[src/rtl/tkbs_pkg.sv]
`timescale 1ns / 1ps
`default_nettype none
// ----------------------------------------------------------------------------
// tkbs_pkg: shared types and constants
// Payload structs, config codes and the half-precision ordering helpers.
// ----------------------------------------------------------------------------
package tkbs_pkg;

  localparam int MaxKeep = 64;
  localparam int KeepW = 7;
  localparam int SlotW = 6;
  localparam int GroupW = 13;
  localparam int PosW = 12;
  localparam logic [15:0] FillSmall = 16'h7bff;
  localparam logic [15:0] FillLarge = 16'hfbff;
  localparam logic [31:0] EmptyId = 32'hffffffff;

  localparam logic [1:0] CfgSelectSmallest = 2'd0;
  localparam logic [1:0] CfgKeepCount = 2'd1;
  localparam logic [1:0] CfgGroupSize = 2'd2;

  typedef struct packed {
    logic [15:0] distance;
    logic [15:0] group_index;
    logic        last_in_query;
  } in_req_t;

  typedef struct packed {
    logic [15:0] out_distance;
    logic [31:0] out_id;
    logic        out_last;
  } out_req_t;

  typedef struct packed {
    logic [15:0] dval;
    logic [31:0] id;
  } entry_t;

  // control broadcast to every cell
  typedef struct packed {
    logic        fresh;
    logic [15:0] fill_dist;
    logic        sel_small;
    logic [16:0] key;
    entry_t      cand;
    logic        shift_out;
  } cell_ctl_t;

  typedef enum logic [1:0] {
    ST_RUN,
    ST_DRAIN
  } state_t;

  // ordered key: larger half value gives larger key
  function automatic logic [16:0] half_key(input logic [15:0] h);
    logic [16:0] k;
    if (h[15]) k = 17'h08000 - {2'b0, h[14:0]};
    else k = 17'h08000 + {2'b0, h[14:0]};
    return k;
  endfunction

  function automatic logic half_is_nan(input logic [15:0] h);
    return (h[14:10] == 5'h1f) && (h[9:0] != 10'd0);
  endfunction

endpackage
`default_nettype wire

[src/rtl/tkbs_cell.sv]
`timescale 1ns / 1ps
`default_nettype none
// ----------------------------------------------------------------------------
// tkbs_cell: one slot of the sorted chain
// Holds one entry; takes the candidate or a neighbor's entry on insert,
// shifts toward the head on drain.
// ----------------------------------------------------------------------------
module tkbs_cell (
  input  wire logic                clk,
  input  wire tkbs_pkg::cell_ctl_t ctl,
  input  wire logic                insert,
  input  wire logic [16:0]         wkey,
  input  wire logic                active,
  input  wire tkbs_pkg::entry_t    prev_base,
  input  wire logic                prev_ge,
  input  wire logic                prev_eqw,
  input  wire tkbs_pkg::entry_t    next_base,
  input  wire tkbs_pkg::entry_t    next_e,
  input  wire logic                next_ge,
  input  wire logic                next_active,
  output tkbs_pkg::entry_t         e,
  output tkbs_pkg::entry_t         base,
  output logic [16:0]              key,
  output logic                     ge,
  output logic                     eqw
);

  tkbs_pkg::entry_t e_r, e_nxt;

  // a closed query reads as the fill entry
  always_comb begin
    base = e_r;
    if (ctl.fresh) begin
      base.dval = ctl.fill_dist;
      base.id = tkbs_pkg::EmptyId;
    end
    key = tkbs_pkg::half_key(base.dval);
    ge = (key >= ctl.key);
    eqw = active && (key == wkey);
  end

  always_comb begin
    e_nxt = base;
    if (ctl.shift_out) begin
      e_nxt = next_e;
    end else if (insert && active) begin
      if (ctl.sel_small) begin
        // head dropped: cells move up until the insertion point
        if (next_active && next_ge) e_nxt = next_base;
        else if (ge) e_nxt = ctl.cand;
      end else if (!ge) begin
        // first cell of the worst run dropped: cells move down up to it
        if (prev_ge) e_nxt = ctl.cand;
        else if (!(eqw && prev_eqw)) e_nxt = prev_base;
      end
    end
  end

  always_ff @(posedge clk) begin
    e_r <= e_nxt;
  end

  assign e = e_r;

endmodule
`default_nettype wire

[config.mk]
export PLATFORM = sky130hd
export DESIGN_NAME = tkbs_cell
export DESIGN_NICKNAME = d
export VERILOG_FILES = /design/src/rtl/tkbs_pkg.sv /design/src/rtl/tkbs_cell.sv
export SDC_FILE = /design/constraint.sdc
export NUM_CORES = 1
export LEC_CHECK = 0
export CAP_MARGIN = 0
export CELL_PAD_IN_SITES_DETAIL_PLACEMENT = 1
export CELL_PAD_IN_SITES_GLOBAL_PLACEMENT = 1
export CORE_MARGIN = 2
export CORE_UTILIZATION = 30
export DETAILED_ROUTE_END_ITERATION = 10
export DONT_BUFFER_PORTS = 1
export PLACE_DENSITY_LB_ADDON = 0.1
export RECOVER_POWER = 50
export SETUP_SLACK_MARGIN = 0.2
export SYNTH_ARGS = -nofsm -noshare
export SYNTH_HDL_FRONTEND = slang
export SYNTH_SLANG_ARGS = --single-unit
[constraint.sdc]
create_clock -name clk -period 6.8 [get_ports clk]
set_input_delay 0 -clock clk [delete_from_list [all_inputs] [get_ports clk]]
set_output_delay 0 -clock clk [all_outputs]
set_load 0.02 [all_outputs]
==> results of run 1 <==
==> cells in the final DEF, fill, tap and decap left out, types with 4 or more instances in the layout <==
| cell type | instances |
|---|---|
| a2111o_1 | 33 |
| a211oi_1 | 8 |
| a21o_1 | 6 |
| a21oi_1 | 48 |
| a221oi_1 | 5 |
| a221oi_2 | 8 |
| buf_4 | 11 |
| clkbuf_16 | 5 |
| dfxtp_1 | 48 |
| dlygate4sd3_1 | 97 |
| ha_1 | 17 |
| inv_1 | 57 |
| mux2_2 | 8 |
| mux2i_1 | 69 |
| nand2_1 | 30 |
| nand3_1 | 36 |
| nand4_1 | 6 |
| nor2_1 | 41 |
| nor3_1 | 103 |
| nor3b_1 | 4 |
| nor4_1 | 6 |
| nor4b_1 | 4 |
| o21ai_0 | 63 |
| o22ai_1 | 47 |
| o311a_1 | 32 |
| or2_0 | 32 |
| or3_1 | 4 |
| xnor2_1 | 18 |
| xor2_1 | 6 |
==> final cells by class <==
class,instances,area (sq um)
Fill cell,2658,14110
Multi-Input combinational cell,704,5054
Timing Repair Buffer,110,1094
Sequential cell,48,960.9
Tap cell,280,350.3
Inverter,59,221.5
Clock buffer,6,128.9
Clock inverter,2,35.03
Antenna cell,3,7.507
==> final timing paths <==
| check | from | end | slack, ps |
|---|---|---|---|
| max | e[32]$_DFF_P_ | e[10]$_DFF_P_ | 570 |
| min | ctl[0] | e[17]$_DFF_P_ | 30 |
| max reg2reg | e[32]$_DFF_P_ | e[10]$_DFF_P_ | 570 |
| min reg2reg | e[43]$_DFF_P_ | e[43]$_DFF_P_ | 1100 |
==> layer usage <==
| metal | up-vias | track usage (%) | wire length (microns) |
|---|---|---|---|
| met5 | - | 0 | 0 |
| met3 | 80 | 8.202 | 2679 |
| met1 | 3835 | 30.99 | 13460 |
| met4 | 0 | 10.81 | 1105 |
| met2 | 372 | 49.43 | 16990 |
| li1 | 3483 | - | - |
==> through the flow <==
| stage | hold slack [ps] | setup slack, ps |
|---|---|---|
| after floorplan | 160.7 | 1068 |
| after global placement | 125.3 | 1238 |
| after detailed placement | 140.4 | 1004 |
| after CTS | 7.843 | 450.0 |
| after global routing | 34.40 | 233.2 |
| final | 25.42 | 573.6 |
==> cells by family after synthesis <==
family	after synthesis
AOI/OAI and AO/OA	280
DFF	48
xor gates and xnor gates	28
and+or+nand+nor	295
buffers and inverters	179
adders and majority gates	17
other	1
muxes	83
==> worst max-delay path, cell delays in order, from the launching register on <==
cell           delay (ps)
dfxtp_1               420
mux2_2                470
inv_1                 150
ha_1                  280
nor4b_4               270
a31oi_1               140
or4_4                 560
and3_4                210
nor2_2                260
ha_1                  330
nand3_1               140
a21oi_1                80
a211oi_1              400
o211ai_1              190
nand2_4               110
buf_12                340
nand2_1               120
buf_4                 310
o22ai_1               240
nor3_1                 80
o311a_1               290
dlygate4sd3_1         550
==> power by group through the flow <==
stage / Sequential (uW) / Clock (uW) / Combinational, uW
after global routing: 398 / 324 / 741
after floorplan: 382 / 0 / 506
final: 395 / 310 / 685
after global placement: 401 / 0 / 597
after CTS: 394 / 318 / 685
after detailed placement: 401 / 0 / 617
==> cell usage after synthesis, drive strengths merged (8+ instances only) <==
library cell    n
dfxtp          48
o311a          32
mux2i          72
o21ai          66
a221oi         13
a21oi          48
clkbuf         99
nor2           43
or2            35
a2111o         33
nand3          36
ha             17
buf            21
nor3          103
a211oi          8
nor4            9
xnor2          18
inv            58
nand2          31
o22ai          47
mux2           11
==> repair_timing <==
| action | in CTS | in global routing |
|---|---|---|
| gates resized for setup | 0 | 1 |
| endpoints found under the hold margin | 48 | 0 |
| setup endpoints to repair | 0 | 37 |
| hold buffers | 98 | 0 |
==> qor.yml, run 1 <==
run_status:
  status: "finished clean"
synthesis:
  async_flop_share_pct: 0
  syn_nets: 1200
  synth_area_sq_um: 6746
  synth_edf_count: 0
  ys.flop_type: "dfxtp_1"
  synthTopCellsByArea: "dfxtp_1 14%, mux2i_1 10%, nor3_1 7.6%"
  synth_top_family_by_area: "compound AO/OA/AOI/OAI gates"
  synthMuxAreaShare_pct: 12.98
  synth_fa_ha_area_share_pct: 3.153
  synthCells: 931
  yosys_warnings: 0
  synthSimpleGateAreaFrac_pct: 23.65
  syn_area_per_cell_sq_um: 7.246
  yosys.area.top_type_share_pct: 14.24
  synthXorXnorAreaFrac_pct: 4.470
  synth_cell_types: 74
  seq_area_frac_synth_pct: 14.24
  yosys.area.top_type: "dfxtp_1"
  synth_seq_cells: 48
  synth-compound-area-share_pct: 30.47
floorplanning:
  ios: 367
  die_height_microns: 154.0
  die_x_microns: 154.0
  placementRows: 54
  die-area_sq_um: 23700
  core-area_sq_um: 21960
  initial_core_util_pct: 30.72
clock_network:
  clk_path_buf_depth: 2
  clk_latency_ps: 320
  clock-sinks: 48
  cts.clk_slew.worst_paths_ps: 80
  cts_tree: "built"
  h-tree-depth: 2
  root_buffer: "clkbuf_16"
  cts_buffers: 5
  post_cts_buffers: 0
routing:
  wl_mm: 34.23
  routed-via-count: 7770
  vias_per_cell: 6.411
  postRouteAntennaNets: 0
  drt_iter0_drc: 406
  drt_pass1_iterations: 5
  wire_per_inst_microns: 28.24
  drc_errors: 0
worst_hold_path:
  holdPathStages: 3
  hp-class: "in2reg"
sta:
  finalSetupViolCount: 0
  relSlewSlack_pct: 34.25
  finalCriticalPeriod_ps: 6226
  clock.fmax_mhz: 160.6
  clock-skew-final_ps: 9.167
  tns_ps: 0
  hold_viol_final: 0
  maxSlewViolCount: 0
  rsz0062_at_grt: "false"
  min_period_over_period_pct: 91.57
  worst_slew_pin_slew_ps: 986.2
worst_setup_path:
  worstSetupPathType: "reg2reg"
  cp.required_ps: 6990
  worst-path-max-fanout: 101
  crit_path_end_kind: "flop"
  rr_worst_depth: 21
  critPathArrivalTime_ps: 6420
  startpoint_type: "flop"
cells_and_area:
  finalNetCount: 1197
  largest_reg_flops: 48
  syn_to_final_growth_pct: 16.38
  post-route-util_pct: 35.75
  layout.cells.non_filler: 1212
  final_layout_size_suffix_gt1_share_pct: 6.351
  final_area_sq_um: 7851
global_route:
  gr-total-overflow: 0
  grt_first_pass_wirelength_mm: 51.19
  grt_max_degree: 102
  track_usage_pct: 27.73
  antenna_found_initial: 3
  grt_pass1_vias: 8562
run:
  drv_cap: 0
place:
  port_buffers: 0
  placed_area_sq_um: 6690
  routabilityCongestion: 0.9164
  place_hpwl_mm: 23.81
  dp.cells: 1103
power:
  pwr-share-comb_pct: 49.3
  p_clk_share_pct: 22.3
  swShare_pct: 45.56
  power_uw: 1390
  powerDensity_nw_per_um2: 177.0
  internal-power_uw: 756.8
  p_leak_uw: 0.002933
  p_seq_share_pct: 28.4
  ir_worst_vdd_uv: 99.21
  switchingPower_uw: 633.3
Note: power is estimated with default switching activity, not from simulation.
==> run 2: changes to the inputs <==
--- a/config.mk
+++ b/config.mk
@@ -8,10 +8,12 @@
 export CAP_MARGIN = 0
 export CELL_PAD_IN_SITES_DETAIL_PLACEMENT = 1
 export CELL_PAD_IN_SITES_GLOBAL_PLACEMENT = 1
+export CORE_ASPECT_RATIO = 1.75
 export CORE_MARGIN = 2
 export CORE_UTILIZATION = 30
 export DETAILED_ROUTE_END_ITERATION = 10
 export DONT_BUFFER_PORTS = 1
+export GPL_ROUTABILITY_DRIVEN = 0
 export PLACE_DENSITY_LB_ADDON = 0.1
 export RECOVER_POWER = 50
 export SETUP_SLACK_MARGIN = 0.2
==> constraint.sdc (replaced) <==
create_clock -name clk -period 6.8 [get_ports clk]
set_input_delay 1.36 -clock clk [delete_from_list [all_inputs] [get_ports clk]]
set_output_delay 1.36 -clock clk [all_outputs]
set_load 0.02 [all_outputs]
==> run 2 against run 1 <==
Count of clock-buffer cells in the layout did not move. Cell count fell by 6.3%. Global-route usage fell by 0.30 points. Routed wire length rose by 0.11%. Clock power fell by 8.4%. Via count fell by 4.7%. Design area fell by 12%. Register-to-register slack improved by 980 ps. Die area rose by 0.20%. Largest power group unchanged. Sequential power barely moved. Combinational power fell by 6.1%.
==> qor.yml, run 2 (synthesized netlist as in run 1, its figures left out) <==
run_status:
  status: "finished clean"
cells_and_area:
  syn_to_final_growth_pct: 2.856
  final_layout_size_suffix_gt1_share_pct: 8.452  # +2.1 points
  seqCellArea_sq_um: 960.9  # unchanged
  multi_input_area_sq_um: 5061  # +0.15%
  mostFrequentLayoutCells: "103 x nor3_1, 68 x mux2i_1, 63 x o21ai_0"
  n_fill_cell: 2706  # +1.8%
  largest_reg_flops: 48  # unchanged
  layout.cells.non_filler: 1136  # -6.3%
  finalNetCount: 1109  # -7.4%
  layout_commonest_cell: "nor3_1"
  insertedDiodeCount: 0  # -3
power:
  p_clk_share_pct: 21.5  # -0.8 points
  p_seq_share_pct: 29.9  # +1.5 points
  ir_worst_vdd_uv: 158.6  # +60%
  internal-power_uw: 690.7  # -8.7%
  swShare_pct: 47.81  # +2.3 points
  powerDensity_nw_per_um2: 190.7  # +7.7%
  pwr-share-comb_pct: 48.6  # -0.7 points
  power_uw: 1323  # -4.8%
  switchingPower_uw: 632.7  # about the same
  p_leak_uw: 0.002593  # -12%
worst_setup_path:
  worst-path-max-fanout: 71  # -30%
  startpoint_type: "primary input"
  critPathArrivalTime_ps: 4770  # -1650 ps
  cp.required_ps: 5440  # -1550 ps
  crit_path_end_kind: "output port"
  worstSetupPathType: "in2out"
clock_network:
  cts_tree: "built"
  root_buffer: "clkbuf_16"
  h-tree-depth: 2  # unchanged
  cts_buffers: 5  # unchanged
  clock-sinks: 48  # unchanged
  post_cts_resize_count: 0  # unchanged
  clk_latency_ps: 310  # about the same
  clk_path_buf_depth: 2  # unchanged
  holdBufCountCts: 0  # -100%
  cts.clk_slew.worst_paths_ps: 80  # about the same
  post_cts_buffers: 0  # unchanged
floorplanning:
  die_height_microns: 202.4  # +31%
  initial_core_util_pct: 30.57  # -0.16 points
  core-area_sq_um: 22070  # +0.51%
  die-area_sq_um: 23750  # +0.20%
  placementRows: 72  # +33%
  die_x_microns: 117.4  # -24%
  ios: 367  # unchanged
global_route:
  grt_pass1_vias: 7948  # -7.2%
  grt_max_degree: 83  # -19%
  gr-total-overflow: 0  # unchanged
  track_usage_pct: 27.43  # -0.30 points
  grt_first_pass_wirelength_mm: 50.71  # -0.94%
  antenna_found_initial: 0  # -3
sta:
  tns_ps: 0  # unchanged
  finalSetupViolCount: 0  # unchanged
  clock-skew-final_ps: 8.798  # -0.3694 ps
  relSlewSlack_pct: 30.83  # -3.4 points
  clock.fmax_mhz: 163.1  # +1.6%
  min_period_over_period_pct: 90.16  # -1.4 points
  hold_viol_final: 0  # unchanged
  finalCriticalPeriod_ps: 6131  # -95.88 ps
  maxSlewViolCount: 0  # unchanged
  worst_slew_pin_slew_ps: 1038  # +51.40 ps
  rsz0062_at_grt: "false"
routing:
  wl_mm: 34.27  # +0.11%
  routed-via-count: 7408  # -4.7%
  wire_per_inst_microns: 30.16  # +6.8%
  drt_iter0_drc: 402  # -0.99%
  drc_errors: 0  # unchanged
  drt_pass1_iterations: 5  # unchanged
  postRouteAntennaNets: 0  # unchanged
  vias_per_cell: 6.521  # +1.7%
run:
  drv_cap: 0  # unchanged
place:
  port_buffers: 0  # unchanged
  dp.cells: 1129  # +2.4%
  place_hpwl_mm: 25.28  # +6.2%
worst_hold_path:
  hp-class: "reg2reg"
[run 2: per-layer routing]
metal	share of wire, %	vias up	wire (microns)	GRT usage [%]
li1	-	3294	-	-
met1	34	3716	11730	26.97
met2	54	334	18640	53.24
met3	6.9	64	2349	6.998
met4	4.5	0	1547	12.22
met5	0	-	0	0
[run 2: area by class of cell]
type,count,area share (%)
clock buffer,6,2.001
multi-input combinational,704,72.94
clock inverter,1,0.1262
inverter,59,3.191
timing repair buffer,22,2.560
sequential,48,13.85
tap,296,5.337
[run 2: power by group through the flow]
stage | clock (uW) | combinational, uW | sequential [uW]
finish | 284 | 643 | 396
global route | 299 | 695 | 398
CTS | 293 | 651 | 396
detailed placement | 0 | 648 | 403
global placement | 0 | 627 | 403
floorplan | 0 | 510 | 382
[run 2: metrics by stage]
stage	instance area, sq um	util, %	setup WS [ps]	hold slack, ps
global placement	6803	30.82	794.6	1037
floorplan	6778	-	225.1	928.7
detailed placement	6803	30.82	627.2	1062
global route	6939	31.44	513.9	1180
CTS	6950	31.49	696.8	1081
finish	6939	31.44	669.4	1149
[run 2: worst paths after layout]
check,start,end,slack (ps),depth (start not counted)
min reg2reg,e[28]$_DFF_P_,e[28]$_DFF_P_,1150,4
max reg2reg,e[32]$_DFF_P_,e[22]$_DFF_P_,1550,18
min,e[28]$_DFF_P_,e[28]$_DFF_P_,1150,4
max,ctl[83],ge,670,14
[run 2: critical path, stage by stage]
cell and delay, ps:
mux2_2 330, inv_1 80, ha_2 230, nor4b_4 220, a31oi_1 150, or4_4 580, a21oi_2 220, nor2_4 60
ha_1 310, a2111o_1 440, a21oi_1 180, o211ai_1 160, nand2_4 140, inv_1 270
==> run 3: changes to the inputs <==
--- a/config.mk
+++ b/config.mk
@@ -8,7 +8,7 @@
 export CAP_MARGIN = 0
 export CELL_PAD_IN_SITES_DETAIL_PLACEMENT = 1
 export CELL_PAD_IN_SITES_GLOBAL_PLACEMENT = 1
-export CORE_ASPECT_RATIO = 1.75
+export CORE_ASPECT_RATIO = 0.9
 export CORE_MARGIN = 2
 export CORE_UTILIZATION = 30
 export DETAILED_ROUTE_END_ITERATION = 10
==> run 3 against run 2 <==
Sequential power barely moved. Design area fell by 0.45%. Maximum frequency fell by 1.7%. Total power fell by 0.44%. Routed wire length fell by 4.9%. Core utilization fell by 0.40 points. Die area fell by 0.19%. Count of clock-buffer cells in the layout fell by 1. Setup slack got worse by 110 ps. Hold slack got worse by 29 ps. Cell count fell by 0.44%. Critical path type unchanged. Critical endpoint unchanged.
==> qor.yml, run 3 (synthesized netlist as in run 1, its figures left out) <==
power:
  swShare_pct: 46.44  # -1.4 points
  p_seq_share_pct: 29.9  # about the same
  switchingPower_uw: 611.9  # -3.3%
  pwr-share-comb_pct: 47.1  # -1.5 points
  ir_worst_vdd_uv: 90.09  # -43%
  internal-power_uw: 705.8  # +2.2%
  powerDensity_nw_per_um2: 190.7  # about the same
  p_clk_share_pct: 23.1  # +1.6 points
  p_leak_uw: 0.002569  # -0.92%
cells_and_area:
  largest_reg_flops: 48  # unchanged
  final_layout_size_suffix_gt1_share_pct: 7.803  # -0.65 points
  layout_commonest_cell: "nor3_1"
  layout.cells.non_filler: 1131  # -0.44%
  finalNetCount: 1103  # -0.54%
  syn_to_final_growth_pct: 2.393
  mostFrequentLayoutCells: "103 x nor3_1, 68 x mux2i_1, 63 x o21ai_0"
routing:
  drc_errors: 0  # unchanged
  vias_per_cell: 6.485  # -0.55%
  routed-via-count: 7335  # -0.99%
  drt_pass1_iterations: 7  # +2
  wl_mm: 32.58  # -4.9%
  wire_per_inst_microns: 28.80  # -4.5%
  postRouteAntennaNets: 0  # unchanged
  drt_iter0_drc: 542  # +35%
worst_hold_path:
  holdPathStages: 3  # -1
  hp-class: "reg2reg"
floorplanning:
  initial_core_util_pct: 30.32  # -0.25 points
  ios: 367  # unchanged
  placementRows: 52  # -28%
  die_height_microns: 146.3  # -28%
  die_x_microns: 162.1  # +38%
  core-area_sq_um: 22250  # +0.82%
  die-area_sq_um: 23710  # -0.19%
worst_setup_path:
  crit_slowest_cell: "or4_4"
  worstPathCellList: "mux2_2 > inv_1 > ha_2 > nor4b_4 > a31oi_1 > or4_4 > and3_4 > nor2_4 > ha_1 > a2111o_1 > a21oi_1 > o211ai_1 > nand2_4 > inv_1"
  worstSetupPathType: "in2out"
  startpoint_type: "primary input"
  worst-path-max-fanout: 71  # unchanged
  rr_worst_depth: 18  # unchanged
  cp.required_ps: 5440  # about the same
  critPathArrivalTime_ps: 4880  # +110 ps
  crit_path_frequent_cell: "inv_1"
  slowest_delay_ps: 580  # about the same
  crit_path_end_kind: "output port"
sta:
  min_period_over_period_pct: 91.72  # +1.6 points
  relSlewSlack_pct: 32.11  # +1.3 points
  maxSlewViolCount: 0  # unchanged
  rsz0062_at_grt: "false"
  clock-skew-final_ps: 7.527  # -1.271 ps
  final.setup.worst_slack_ps: 563.0  # -106.5 ps
  worst_slew_pin_slew_ps: 1018  # -19.24 ps
  tns_ps: 0  # unchanged
  hold_viol_final: 0  # unchanged
  clock.fmax_mhz: 160.3  # -1.7%
  finalCriticalPeriod_ps: 6237  # +106.5 ps
  finalSetupViolCount: 0  # unchanged
clock_network:
  holdBufCountCts: 0  # unchanged
  post_cts_buffers: 0  # unchanged
  cts_buffers: 5  # unchanged
  cts.clk_slew.worst_paths_ps: 70  # about the same
  clock-sinks: 48  # unchanged
  root_buffer: "clkbuf_16"
  clk_path_buf_depth: 2  # unchanged
  clk_latency_ps: 310  # about the same
  post_cts_resize_count: 0  # unchanged
  h-tree-depth: 2  # unchanged
  cts_tree: "built"
global_route:
  antenna_found_initial: 2  # +2
  grt_first_pass_wirelength_mm: 48.23  # -4.9%
  track_usage_pct: 26.29  # -1.1 points
  grt_pass1_vias: 7589  # -4.5%
  gr-total-overflow: 0  # unchanged
  grt_max_degree: 102  # +23%
place:
  dp.cells: 1124  # -0.44%
  dp_worst_setup_slack_ps: 577.9  # -49.31 ps
  place_hpwl_mm: 23.76  # -6.0%
  port_buffers: 0  # unchanged
run:
  drv_cap: 0  # unchanged
run_status:
  status: "finished clean"
-- run 3: changes by cell type in the layout (fill, tap and decap cells not counted), sizes merged --
cell,before,now
buf,22,16
bufinv,0,1
clkbuf,6,5
clkinv,2,1
diode,0,1
-- run 3: layout make-up --
| type | count | area, sq um |
|---|---|---|
| Multi-Input combinational cell | 704 | 5064 |
| Antenna cell | 1 | 2.502 |
| Clock buffer | 5 | 125.1 |
| Clock inverter | 1 | 30.03 |
| Timing Repair Buffer | 16 | 132.6 |
| Tap cell | 297 | 371.6 |
| Sequential cell | 48 | 960.9 |
| Fill cell | 2739 | 15340 |
| Inverter | 59 | 221.5 |
-- run 3: metal layers --
metal / up-vias / wire length, microns / global-route usage (%)
met1: 3666 / 13830 / 33.77
met3: 34 / 2812 / 7.386
li1: 3298 / - / -
met2: 337 / 15390 / 43.57
met5: - / 0 / 0
met4: 0 / 546 / 6.327
-- run 3: worst paths after layout --
kind | startpoint | to | slack (ps)
worst max-delay path | ctl[83] | ge | 560
worst min-delay path | e[36]$_DFF_P_ | e[36]$_DFF_P_ | 1120
worst min register to register | e[36]$_DFF_P_ | e[36]$_DFF_P_ | 1120
worst max register to register | e[33]$_DFF_P_ | e[10]$_DFF_P_ | 1420
-- run 3: power by group through the flow --
stage	registers, uW	logic (uW)	clock network (uW)
floorplan	382	510	0
global placement	400	599	0
detailed placement	400	623	0
CTS	393	626	315
global route	396	677	322
finish	393	620	304
-- run 3: metrics by stage --
| stage | hold WS (ps) | power, uW | utilization (%) | area [sq um] |
|---|---|---|---|---|
| 2_1_floorplan | 928.7 | 891.4 | - | 6778 |
| 3_3_place_gp | 1027 | 999.6 | 30.39 | 6761 |
| 3_5_place_dp | 1055 | 1023 | 30.39 | 6761 |
| 6_report | 1120 | 1318 | 31.04 | 6908 |
| 5_1_grt | 1178 | 1395 | 31.04 | 6908 |
| 4_1_cts | 1074 | 1333 | 31.08 | 6917 |
-- run 3: critical path: cells and delay by family --
kind            cells  cell delay [ps]
fa+ha+maj           2              540
simple gates        5             1360
compound gates      4              930
buf+inv             2              300
mux                 1              350
